--- src/hw/rtl/ffha_pkg.sv ---
// ----------------------------------------------------------------------------
// ffha_pkg: shared types and constants of the first-fit heap allocator
// Request and result payloads, sequencer states and status codes.
// ----------------------------------------------------------------------------
package ffha_pkg;

	localparam int unsigned HeapBytesDef   = 1048576;
	localparam int unsigned HeaderBytesDef = 24;
	localparam int unsigned MaxSegmentsDef = 64;
	localparam logic [31:0] HeapBaseReset  = 32'h0100_0000;

	localparam logic [1:0] ST_OK     = 2'd0;
	localparam logic [1:0] ST_NO_FIT = 2'd1;
	localparam logic [1:0] ST_BAD    = 2'd2;

	localparam logic MODE_ALLOC   = 1'b0;
	localparam logic MODE_RELEASE = 1'b1;

	typedef struct packed {
		logic        mode;
		logic [20:0] request_size;
		logic [31:0] release_address;
	} req_t;

	typedef struct packed {
		logic [31:0] granted_address;
		logic [1:0]  status;
		logic [20:0] free_bytes;
		logic [20:0] used_bytes;
	} rsp_t;

	typedef enum logic [3:0] {
		S_IDLE,
		S_SPARE,
		S_READ,
		S_EVAL,
		S_SPLIT,
		S_NEXT_RD,
		S_NEXT_EV,
		S_TOT_RD,
		S_TOT_EV,
		S_DONE
	} state_t;

endpackage

--- src/hw/rtl/ffha_table.sv ---
// ----------------------------------------------------------------------------
// ffha_table: segment table storage
// One read port with registered data, one write port, slot-use bits.
// ----------------------------------------------------------------------------
module ffha_table import ffha_pkg::*; #(
	parameter int unsigned MAX_SEGMENTS = MaxSegmentsDef,
	parameter int unsigned LEN_W        = 21,
	parameter int unsigned OFF_W        = 20,
	parameter int unsigned IDX_W        = 6,
	parameter logic [LEN_W-1:0] LEN0    = '0
) (
	input  logic             clk,
	input  logic             arst_n,
	input  logic [IDX_W-1:0] rd_idx,
	output logic [OFF_W-1:0] rd_off,
	output logic [LEN_W-1:0] rd_len,
	output logic             rd_free,
	output logic [IDX_W:0]   rd_link,
	input  logic             wr_en,
	input  logic [IDX_W-1:0] wr_idx,
	input  logic [OFF_W-1:0] wr_off,
	input  logic [LEN_W-1:0] wr_len,
	input  logic             wr_free,
	input  logic [IDX_W:0]   wr_link,
	input  logic             use_set,
	input  logic             use_clr,
	input  logic [IDX_W-1:0] use_idx,
	output logic [MAX_SEGMENTS-1:0] in_use
);

	localparam int unsigned ENT_W = OFF_W + LEN_W + 1 + IDX_W + 1;

	logic [ENT_W-1:0] mem [MAX_SEGMENTS];
	logic [ENT_W-1:0] rd_q;
	logic             rd0_q;
	logic [MAX_SEGMENTS-1:0] used_q;
	logic [IDX_W:0] null_link;

	assign null_link = (IDX_W+1)'(MAX_SEGMENTS);

	// slot 0 reads its reset contents until first written
	logic w0_q;

	always_ff @(posedge clk) begin
		if (wr_en) begin
			mem[wr_idx] <= {wr_off, wr_len, wr_free, wr_link};
		end
		rd_q <= mem[rd_idx];
	end

	always_ff @(posedge clk or negedge arst_n) begin
		if (!arst_n) begin
			used_q <= MAX_SEGMENTS'(1);
			w0_q   <= 1'b0;
			rd0_q  <= 1'b0;
		end else begin
			if (use_set) used_q[use_idx] <= 1'b1;
			if (use_clr) used_q[use_idx] <= 1'b0;
			if (wr_en && wr_idx == '0) w0_q <= 1'b1;
			rd0_q <= (rd_idx == '0) && !w0_q;
		end
	end

	always_comb begin
		if (rd0_q) begin
			rd_off  = '0;
			rd_len  = LEN0;
			rd_free = 1'b1;
			rd_link = null_link;
		end else begin
			{rd_off, rd_len, rd_free, rd_link} = rd_q;
		end
	end

	assign in_use = used_q;

endmodule

--- src/hw/rtl/first_fit_heap_allocator.sv ---
// ----------------------------------------------------------------------------
// first_fit_heap_allocator: sequenced first-fit heap allocator
// Segment chain walker over a segment table with one read and one write port.
// ----------------------------------------------------------------------------
// One request is in flight at a time; ready is low while it runs. An
// allocate walks the address-ordered chain, a table read and then a fit
// compare per segment, splits on a fit when a spare slot is free and the
// remainder exceeds a header, then walks the chain again to total free and
// used bytes; a release walks to the matching payload address, merges with
// a free successor, then totals. Each segment visited takes a read of the
// single read port of the segment table. Finding a spare slot for a split
// is a priority scan of the slot-use bits, done once per request. The
// result sits in an output register; a new request is taken once it leaves.
module first_fit_heap_allocator import ffha_pkg::*; #(
	parameter int unsigned HEAP_BYTES   = HeapBytesDef,
	parameter int unsigned HEADER_BYTES = HeaderBytesDef,
	parameter int unsigned MAX_SEGMENTS = MaxSegmentsDef
) (
	input  logic        clk,
	input  logic        arst_n,
	input  logic        in_valid,
	output logic        in_ready,
	input  req_t        in_data,
	output logic        out_valid,
	input  logic        out_ready,
	output rsp_t        out_data,
	input  logic        cfg_we,
	input  logic [31:0] cfg_wdata
);

	localparam int unsigned IDX_W = $clog2(MAX_SEGMENTS);
	localparam int unsigned LEN_W = 21;
	localparam int unsigned OFF_W = 20;
	localparam logic [LEN_W-1:0] HDR  = LEN_W'(HEADER_BYTES);
	localparam logic [LEN_W-1:0] LEN0 = LEN_W'(HEAP_BYTES - HEADER_BYTES);
	localparam logic [IDX_W:0]   NULL_L = (IDX_W+1)'(MAX_SEGMENTS);
	localparam logic [IDX_W:0]   MAX_N  = (IDX_W+1)'(MAX_SEGMENTS);

	state_t state_q, state_d;
	logic [31:0] base_q;
	logic started_q;
	req_t req_q;
	rsp_t rsp_q;
	logic [IDX_W-1:0] cur_q, spare_q;
	logic spare_ok_q;
	logic [IDX_W:0] cnt_q;
	logic [OFF_W-1:0] off_q;
	logic [LEN_W-1:0] len_q;
	logic [IDX_W:0] link_q;
	logic [LEN_W-1:0] fr_q, us_q;
	logic [31:0] addr_q;
	logic [1:0] st_q;

	logic [IDX_W-1:0] rd_idx;
	logic [OFF_W-1:0] rd_off;
	logic [LEN_W-1:0] rd_len;
	logic rd_free;
	logic [IDX_W:0] rd_link;
	logic wr_en, wr_free, use_set, use_clr;
	logic [IDX_W-1:0] wr_idx, use_idx;
	logic [OFF_W-1:0] wr_off;
	logic [LEN_W-1:0] wr_len;
	logic [IDX_W:0] wr_link;
	logic [MAX_SEGMENTS-1:0] in_use;

	ffha_table #(
		.MAX_SEGMENTS(MAX_SEGMENTS), .LEN_W(LEN_W), .OFF_W(OFF_W),
		.IDX_W(IDX_W), .LEN0(LEN0)
	) u_table (
		.clk, .arst_n, .rd_idx, .rd_off, .rd_len, .rd_free, .rd_link,
		.wr_en, .wr_idx, .wr_off, .wr_len, .wr_free, .wr_link,
		.use_set, .use_clr, .use_idx, .in_use
	);

	// spare slot search: lowest clear slot-use bit
	logic [IDX_W-1:0] spare_d;
	logic spare_any;
	always_comb begin
		spare_d = '0;
		spare_any = 1'b0;
		for (int i = MAX_SEGMENTS - 1; i >= 0; i--) begin
			if (!in_use[i]) begin
				spare_d = IDX_W'(i);
				spare_any = 1'b1;
			end
		end
	end

	// shared arithmetic: payload address, fit compare, split remainder
	logic [31:0] pay_addr;
	logic [LEN_W:0] need;
	logic fits, splits;
	logic cur_valid;
	logic [LEN_W-1:0] acc_sum;
	assign pay_addr = base_q + 32'(rd_off) + 32'(HDR);
	assign need     = {1'b0, req_q.request_size} + {1'b0, HDR};
	assign fits     = rd_free && (rd_len >= req_q.request_size);
	assign splits   = ({1'b0, rd_len} > need) && spare_ok_q;
	assign cur_valid = in_use[cur_q] && (cnt_q < MAX_N);
	assign acc_sum  = (rd_free ? fr_q : us_q) + rd_len;

	logic nxt_valid;
	assign nxt_valid = (link_q < NULL_L) && in_use[link_q[IDX_W-1:0]];

	assign in_ready = (state_q == S_IDLE) && !out_valid;

	always_comb begin
		state_d = state_q;
		rd_idx  = cur_q;
		wr_en   = 1'b0;
		wr_idx  = cur_q;
		wr_off  = rd_off;
		wr_len  = rd_len;
		wr_free = rd_free;
		wr_link = rd_link;
		use_set = 1'b0;
		use_clr = 1'b0;
		use_idx = cur_q;
		unique case (state_q)
			S_IDLE:    if (in_valid && in_ready) state_d = S_SPARE;
			S_SPARE: begin
				if (req_q.mode == MODE_RELEASE &&
				    (req_q.release_address == '0 || !started_q))
					state_d = S_DONE;
				else
					state_d = S_READ;
			end
			S_READ:    state_d = cur_valid ? S_EVAL : (started_q ? S_TOT_RD : S_DONE);
			S_EVAL: begin
				if (req_q.mode == MODE_ALLOC) begin
					if (fits) begin
						wr_en   = 1'b1;
						wr_free = 1'b0;
						if (splits) begin
							wr_len  = req_q.request_size;
							wr_link = {1'b0, spare_q};
							state_d = S_SPLIT;
						end else begin
							state_d = S_TOT_RD;
						end
					end else begin
						state_d = S_READ;
					end
				end else begin
					if (pay_addr == req_q.release_address) state_d = S_NEXT_RD;
					else state_d = S_READ;
				end
			end
			S_SPLIT: begin
				wr_en   = 1'b1;
				wr_idx  = spare_q;
				wr_off  = off_q + OFF_W'(HDR) + OFF_W'(req_q.request_size);
				wr_len  = len_q - req_q.request_size - HDR;
				wr_free = 1'b1;
				wr_link = link_q;
				use_set = 1'b1;
				use_idx = spare_q;
				state_d = S_TOT_RD;
			end
			S_NEXT_RD: begin
				rd_idx = link_q[IDX_W-1:0];
				state_d = S_NEXT_EV;
			end
			S_NEXT_EV: begin
				wr_en   = 1'b1;
				wr_off  = off_q;
				wr_free = 1'b1;
				if (nxt_valid && rd_free) begin
					wr_len  = len_q + HDR + rd_len;
					wr_link = rd_link;
					use_clr = 1'b1;
					use_idx = link_q[IDX_W-1:0];
				end else begin
					wr_len  = len_q;
					wr_link = link_q;
				end
				state_d = S_TOT_RD;
			end
			S_TOT_RD:  state_d = cur_valid ? S_TOT_EV : S_DONE;
			S_TOT_EV:  state_d = S_TOT_RD;
			S_DONE:    state_d = S_IDLE;
			default:   state_d = S_IDLE;
		endcase
	end

	always_ff @(posedge clk or negedge arst_n) begin
		if (!arst_n) begin
			state_q   <= S_IDLE;
			base_q    <= HeapBaseReset;
			started_q <= 1'b0;
			out_valid <= 1'b0;
		end else begin
			state_q <= state_d;
			if (cfg_we) base_q <= cfg_wdata;
			if (out_valid && out_ready) out_valid <= 1'b0;
			if (state_q == S_SPARE && req_q.mode == MODE_ALLOC) started_q <= 1'b1;
			if (state_q == S_DONE) out_valid <= 1'b1;
		end
	end

	always_ff @(posedge clk) begin
		unique case (state_q)
			S_IDLE: if (in_valid && in_ready) req_q <= in_data;
			S_SPARE: begin
				spare_q    <= spare_d;
				spare_ok_q <= spare_any;
				cur_q      <= '0;
				cnt_q      <= '0;
				addr_q     <= '0;
				st_q       <= (req_q.mode == MODE_ALLOC) ? ST_NO_FIT : ST_BAD;
			end
			S_EVAL: begin
				off_q  <= rd_off;
				len_q  <= rd_len;
				link_q <= rd_link;
				if (req_q.mode == MODE_ALLOC) begin
					if (fits) begin
						st_q   <= ST_OK;
						addr_q <= pay_addr;
					end
				end else if (pay_addr == req_q.release_address) begin
					st_q <= ST_OK;
				end
				// hold the matched slot for a release; advance only on a miss,
				// and stop the walk at a null link
				if (state_d == S_TOT_RD) begin
					cur_q <= '0;
					cnt_q <= '0;
					fr_q  <= '0;
					us_q  <= '0;
				end else if (state_d == S_READ) begin
					cnt_q <= (rd_link >= NULL_L) ? MAX_N : cnt_q + 1'b1;
					cur_q <= rd_link[IDX_W-1:0];
				end
			end
			S_SPLIT: begin
				cur_q <= '0;
				cnt_q <= '0;
				fr_q  <= '0;
				us_q  <= '0;
			end
			S_READ: begin
				if (!cur_valid) begin
					cur_q <= '0;
					cnt_q <= '0;
					fr_q  <= '0;
					us_q  <= '0;
				end
			end
			S_NEXT_EV: begin
				cur_q <= '0;
				cnt_q <= '0;
				fr_q  <= '0;
				us_q  <= '0;
			end
			S_TOT_EV: begin
				if (rd_free) fr_q <= acc_sum;
				else us_q <= acc_sum;
				cnt_q <= (rd_link >= NULL_L) ? MAX_N : cnt_q + 1'b1;
				cur_q <= rd_link[IDX_W-1:0];
			end
			S_DONE: begin
				rsp_q.granted_address <= addr_q;
				rsp_q.status          <= st_q;
				rsp_q.free_bytes      <= started_q ? fr_q : LEN_W'(HEAP_BYTES);
				rsp_q.used_bytes      <= started_q ? us_q : '0;
			end
			default: ;
		endcase
	end

	assign out_data = rsp_q;

	// a new request is only taken with the sequencer idle
	a_accept_idle: assert property (@(posedge clk) disable iff (!arst_n)
		(in_valid && in_ready) |-> (state_q == S_IDLE && !out_valid))
		else $error("request accepted while busy");
	// a result leaves only after the done step
	a_result_src: assert property (@(posedge clk) disable iff (!arst_n)
		$rose(out_valid) |-> $past(state_q == S_DONE))
		else $error("result raised outside done step");
	// release never hands out an address
	a_rel_addr: assert property (@(posedge clk) disable iff (!arst_n)
		(out_valid && req_q.mode == MODE_RELEASE) |-> out_data.granted_address == '0)
		else $error("release returned an address");

endmodule
--- config.mk ---
export PLATFORM = sky130hd
export DESIGN_NAME = first_fit_heap_allocator
export DESIGN_NICKNAME = d
export VERILOG_FILES = /design/src/hw/rtl/ffha_pkg.sv /design/src/hw/rtl/ffha_table.sv /design/src/hw/rtl/first_fit_heap_allocator.sv
export SDC_FILE = /design/constraint.sdc
export NUM_CORES = 2
export LEC_CHECK = 0
export ABC_CLOCK_PERIOD_IN_PS = 8900
export BUFFER_PORTS_ARGS = -buffer_cell sky130_fd_sc_hd__buf_2
export CORE_MARGIN = 2
export CORE_UTILIZATION = 35
export CTS_CLUSTER_DIAMETER = 120
export DETAILED_ROUTE_END_ITERATION = 12
export RECOVER_POWER = 50
export SLEW_MARGIN = 20
export SYNTH_ARGS = -nofsm -noshare
export SYNTH_HDL_FRONTEND = slang
export SYNTH_SLANG_ARGS = --single-unit
--- constraint.sdc ---
create_clock -name clk -period 8.9 [get_ports clk]
set_input_delay 0.89 -clock clk [delete_from_list [all_inputs] [get_ports clk]]
set_output_delay 0.89 -clock clk [all_outputs]
set_load 0.01 [all_outputs]
* Word-level counts from Yosys, hierarchy flattened
Memories as Yosys holds them, arrays and structs flattened. A register that Yosys moved wholly into a read port is not among the register bits.
Cells that the tools add are included.
** Storage, ports and cells
- RAM bits :: 3136
- Memories kept :: 1
- Latch bits :: 0
- Bits in registers :: 378
- Output and inout port bits :: 78
- Word-level logic and storage cells :: 254
- Input port bits :: 91
- Bits in read-only memories :: 0
** Memories
- u_table.mem :: words 64, width 49, read ports 1, clocked after memory_dff 1, wr ports 1, RTL line ffha_table.sv:33 : logic [ENT_W-1:0] mem [MAX_SEGMENTS];
** Operators by class
- $mul :: 0
- Eq/ne operators :: 21
- Reduce and logical (&&, ||, !) cells :: 40
- Divide/modulo/power cells :: 0
- Order comparisons :: 9
- Shift-type cells :: 0
- Bitwise gates (word level) :: 4
- Multiplexer cells :: 138
- Add/subtract/negate cells :: 11
** Operator list (number)
- 2-to-1 mux 6 bit :: 38
- 2-to-1 mux 21 bit :: 10
- case mux 21 bit (4 select lines) :: 2
- 2-to-1 mux 64 bit :: 2
- 2-to-1 mux 5 bit :: 16
- AND 64 bit :: 1
- 2-to-1 mux 32 bit :: 2
- inverter 64 bit :: 1
- bitwise OR 64 bit :: 1
- case mux 32 bit (2 select lines) :: 1
- 2-to-1 mux 7 bit :: 9
- case mux 21 bit (3 select lines) :: 1
- AND reduction 63 bit :: 1
- 2-to-1 mux 4 bit :: 14
- adder 21 bit :: 2
- case mux 20 bit (2 select lines) :: 1
- adder 32 x 20 -> 32 bit :: 1
- adder 32 x 5 -> 32 bit (second input constant) :: 1
- equality test 32 bit :: 1
- zero test 32 bit :: 1
- AND reduction 32 bit :: 1
- case mux 4 bit (7 select lines) :: 1
- case mux 7 bit (4 select lines) :: 1
- case mux 6 bit (4 select lines) :: 1
- 44 further kinds :: 113

* Longest topological paths before layout
- Word-level depth :: 63
- Depth in mapped cells :: 18
- Depth with buffers taken out :: 17

* Cells and area by module
From an unflattened synthesis, not the netlist that was laid out.
** Unflattened totals
- Cells, all modules :: 7657
- Area total of the unflattened synthesis :: 145634.7 µm²
** By module, submodules not included
- ffha_table :: area each 123455.9 µm², instances 1, cells an instance 5567
- first_fit_heap_allocator :: area each 22178.8 µm², instances 1, cells an instance 2090

* Least setup slack after synthesis
No wires, ideal clock.
- Path kind :: register -> register
- Start point :: register req_q[35] in the netlist's numbering
- End point :: memory u_table.mem[0][6] in the netlist's numbering, data pin
- Library setup time :: 702 ps
- Setup slack :: 2179 ps
- Data required time :: 8198 ps
- Cell stages (with the launch flop) :: 17
- Data arrival time :: 6020 ps
- Path through :: edfxtp_1 -> inv_1 -> ha_1 -> nor3_1 -> nand3_1 -> nor3_1 -> xnor2_1 -> ha_1 -> a21oi_1 -> nor2b_1 -> a2111oi_0 -> nand2b_1 -> o31a_1 -> nand3_1 -> clkbuf_1 -> a21oi_1 -> o21ai_0
** On the way
- Cells in the longest elaborated chain, start to end :: 7
** RTL lines
- start, declared :: RTL line first_fit_heap_allocator.sv:42 : req_t req_q;
- start signal, assigned :: RTL line first_fit_heap_allocator.sv:203 : S_IDLE: if (in_valid && in_ready) req_q <= in_data;
- adder 21 x 5 -> 22 bit :: RTL line first_fit_heap_allocator.sv:96 : assign need = {1'b0, req_q.request_size} + {1'b0, HDR};
- greater-than comparator 21 x 22 -> 1 bit :: RTL line first_fit_heap_allocator.sv:98 : assign splits = ({1'b0, rd_len} > need) && spare_ok_q;
- logical AND 1 bit :: RTL line first_fit_heap_allocator.sv:98
- 2-to-1 mux 7 bit :: RTL line first_fit_heap_allocator.sv:134 : if (splits) begin
- 2-to-1 mux 7 bit * :: RTL line first_fit_heap_allocator.sv:131 : if (fits) begin
- 2-to-1 mux 7 bit * :: RTL line first_fit_heap_allocator.sv:130 : if (req_q.mode == MODE_ALLOC) begin
- case mux 7 bit (3 select lines) * :: RTL line first_fit_heap_allocator.sv:119 : unique case (state_q)
- via u_table.wr_link[6] :: RTL line ffha_table.sv:24 : input logic [IDX_W:0] wr_link,
- end, declared :: RTL line ffha_table.sv:33
Mark *: on every way through the listed nets, which the timed path passes. The rest lies on a longest branch.

* Final worst setup path
- Start point :: register state_q[0]
- End point :: memory u_table.mem[28][33] in the netlist's numbering, data pin
** On the way
- Cells in the longest elaborated chain, start to end :: 2
** RTL lines
- start, declared :: RTL line first_fit_heap_allocator.sv:39 : state_t state_q, state_d;
- start signal, assigned :: RTL line first_fit_heap_allocator.sv:193 : state_q <= state_d;
- equality test 4 x 3 -> 1 bit :: RTL line first_fit_heap_allocator.sv:119
- case mux 20 bit (2 select lines) * :: RTL line first_fit_heap_allocator.sv:119
- via u_table.wr_off[4] :: RTL line ffha_table.sv:21 : input logic [OFF_W-1:0] wr_off,
Marks and branches as above.

==> run metrics <==
NumNets Final=8,814; top cells by area, synth=edfxtp_1 (70%), mux4_2 (13%), ha_1 (1.8%); status=finished with violations; final design utilization=0.401; initial antenna violation count=31; Std-Cell Rows=238; I/O pin cnt=169; Initial Util=0.351; hold path depth=1; CTS sink count=3,563; Core ar.=419,000 µm²; Total GRT Usage=0.200; Syn Nets=8,439; via count=82,000; Routed WL per cell=30.4 µm; Critical R2R Capture=u_table.mem[28][33]; placed cell area=157,000 µm²; Reg-to-Reg Start=state_q[0]; Die Ht=652 µm; flop-to-flop setup slack=1040 ps; CP Launch Type=flip-flop; worst-case reg-to-reg path depth=6; setup TNS=0 ps; Crit. End Element=flip-flop; placed wire-length estimate=269,000 µm; largest net degree at the start of global routing=114; Die W=652 µm; ys async rst share=0.0292; # port buffers=168; first-pass GRT wire length=613,000 µm; share of the synthesized area in the top cell type=0.696; pwr/cell area=423 nW/µm²; Synth Instances=8,126; post-route ant nets=0; Root Buffer=clkbuf_16; Max-slew headroom=-2.26; period utilisation layout=0.883; Primary FF master, synth=edfxtp_1; worst-path cell chain=nor2_1 > nand2_2 > clkbuf_1 > a211oi_1 > a21oi_4 > clkbuf_1; number of global-route vias before repair=81,000; clk_lat worst skew=970 ps; drt pass-1 iters=8; Die ar.=425,000 µm²; slowest CP cell=clkbuf_1; Worst-path clk slew=60 ps; final WL=435,000 µm; Pins Over Slew Limit=2,115; global route overflow=0; CTS Buf Count=371; Place WS=2300 ps; Worst Max-Slew Pin Slew=4890 ps; failing checks=capacitance limit, slew limit; count of different cell masters after synthesis=87; cell taking the most area after synthesis=edfxtp_1; WS Path Type=reg -> reg; Leak Pwr=54.2 nW; total setup buffers inserted after CTS=0; DRC=0; Hold Crit Class=in -> reg; Final setup violation count=0; Final Hold Vio Count=0; PnR worst setup slack=1040 ps; warnings from Yosys=0; Final Wtd Congestion=0.919; P&R area growth vs syn=14.4%; layout cell share with drive strength beyond 1=0.211; leading cell type in the layout, fill and taps excluded=edfxtp_1; maximum vdd drop=0.390 mV; Design Area, Final=168,000 µm²; EDFF count, synth=3,410; vias per std cell=5.71; worst hold slack=130 ps; flip-flop and latch count after synthesis=3,563; H-tree depth=5; max cap viols=57; synthesized area per cell=18.1 µm²; RSZ-0062 raised after global routing=false; mapped cell area=147,000 µm²; Worst Hold End=req_q[17]; crit path max fanout=64; required time of the critical path=8930 ps; DRT iter0 DRCs=10,600; Seq/Total Area, Yosys=0.721; most frequent CP cell=clkbuf_1; Tmin final=7860 ps; CP peak stage delay=3150 ps; critical hold path startpoint=in_data[17]; clock tree from TritonCTS=done; most frequent cells in the layout=edfxtp_1 (3,410), mux4_2 (824), nand2_1 (564); clk_skew=68.0 ps; fmax=0.127 GHz; Critical Path AT=7890 ps; clk buf depth=4
[critical path: cells and delay by family (launching register included)]
kind | cells | cell delay (ps)
AOI/OAI and AO/OA | 2 | 520
buffers and inverters | 2 | 5150
DFF | 1 | 720
and+or+nand+nor | 2 | 310
[area by class of cell]
cell class | instances | area [µm²]
clock inverter | 213 | 2120
inverter | 152 | 571
multi-input combinational | 3966 | 39700
fill | 37300 | 251000
clock buffer | 473 | 9950
antenna | 10 | 25.0
sequential | 3563 | 106000
timing repair buffer | 447 | 2980
tap | 5520 | 6910
[per-layer routing]
| layer | wire length (µm) | vias to the layer above | track usage |
|---|---|---|---|
| met5 | 74 | - | 0 |
| met3 | 40200 | 726 | 0.0424 |
| li1 | - | 33700 | - |
| met2 | 204000 | 4085 | 0.318 |
| met4 | 15900 | 12 | 0.0639 |
| met1 | 175000 | 43400 | 0.274 |
[cells by family after synthesis]
| family | after synthesis | synth area share |
|---|---|---|
| fa+ha+maj | 222 | 0.0191 |
| flops | 3563 | 0.721 |
| simple gates | 1511 | 0.0495 |
| xor+xnor | 131 | 0.00809 |
| buf+inv | 597 | 0.0160 |
| mux | 908 | 0.132 |
| compound gates | 1194 | 0.0540 |
[power by group]
group,switching [mW],leakage [nW],total [mW],internal [mW]
registers,0.656,32.6,25.6,24.9
logic,21.4,15.7,30.2,8.74
clock network,6.58,5.89,15.5,8.89
[synthesized netlist by cell type (34+ instances only)]
library cell and instances:
a211oi_1 268, a21oi_1 359, a311oi_1 103, a31oi_1 119, and2_1 258, buf_1 58
buf_2 63, clkbuf_1 317, dfrtp_1 102, dfxtp_1 49, edfxtp_1 3410, ha_1 217
inv_1 152, mux2_2 55, mux4_2 824, nand2_1 565, nand2b_1 52, nand3_1 72
nand4_1 34, nor2_1 266, nor2b_1 46, nor3_1 68, o21ai_0 104, xnor2_1 82
xor2_1 46
[stage by stage]
stage / instances / total power, mW
2_1_floorplan: 8126 / 42.3
3_3_place_gp: 13600 / 55.4
3_5_place_dp: 13600 / 55.9
4_1_cts: 14300 / 71.4
5_1_grt: 14300 / 73.8
6_report: 14300 / 71.2
[flip-flops by register name, indices dropped and copies added, names as in the netlist, 20 cells and up]
register and cells:
addr_q 32, base_q 32, fr_q 21, len_q 21, off_q 20, out_data 76, req_q 54, u_table.in_use 64
u_table.mem 3136, u_table.rd_q 49, us_q 21
[worst max path at each step]
stage,startpoint,endpoint,slack [ps],cells after the start
floorplan,req_q[35],u_table.mem[0][6],2180,16
global placement,u_table.rd0_q,u_table.mem[42][3],2450,16
detailed placement,u_table.rd0_q,u_table.mem[42][11],2300,16
CTS,u_table.rd0_q,u_table.mem[42][10],2240,16
global route,cur_q[0],u_table.rd_q[33],880,9
finish,state_q[0],u_table.mem[28][33],1040,6
[repair_timing]
action,CTS,global route
endpoints found under the hold margin,32,0
hold buffers,1,0
resized for setup,0,0
Power figures use the tool's default switching activity.
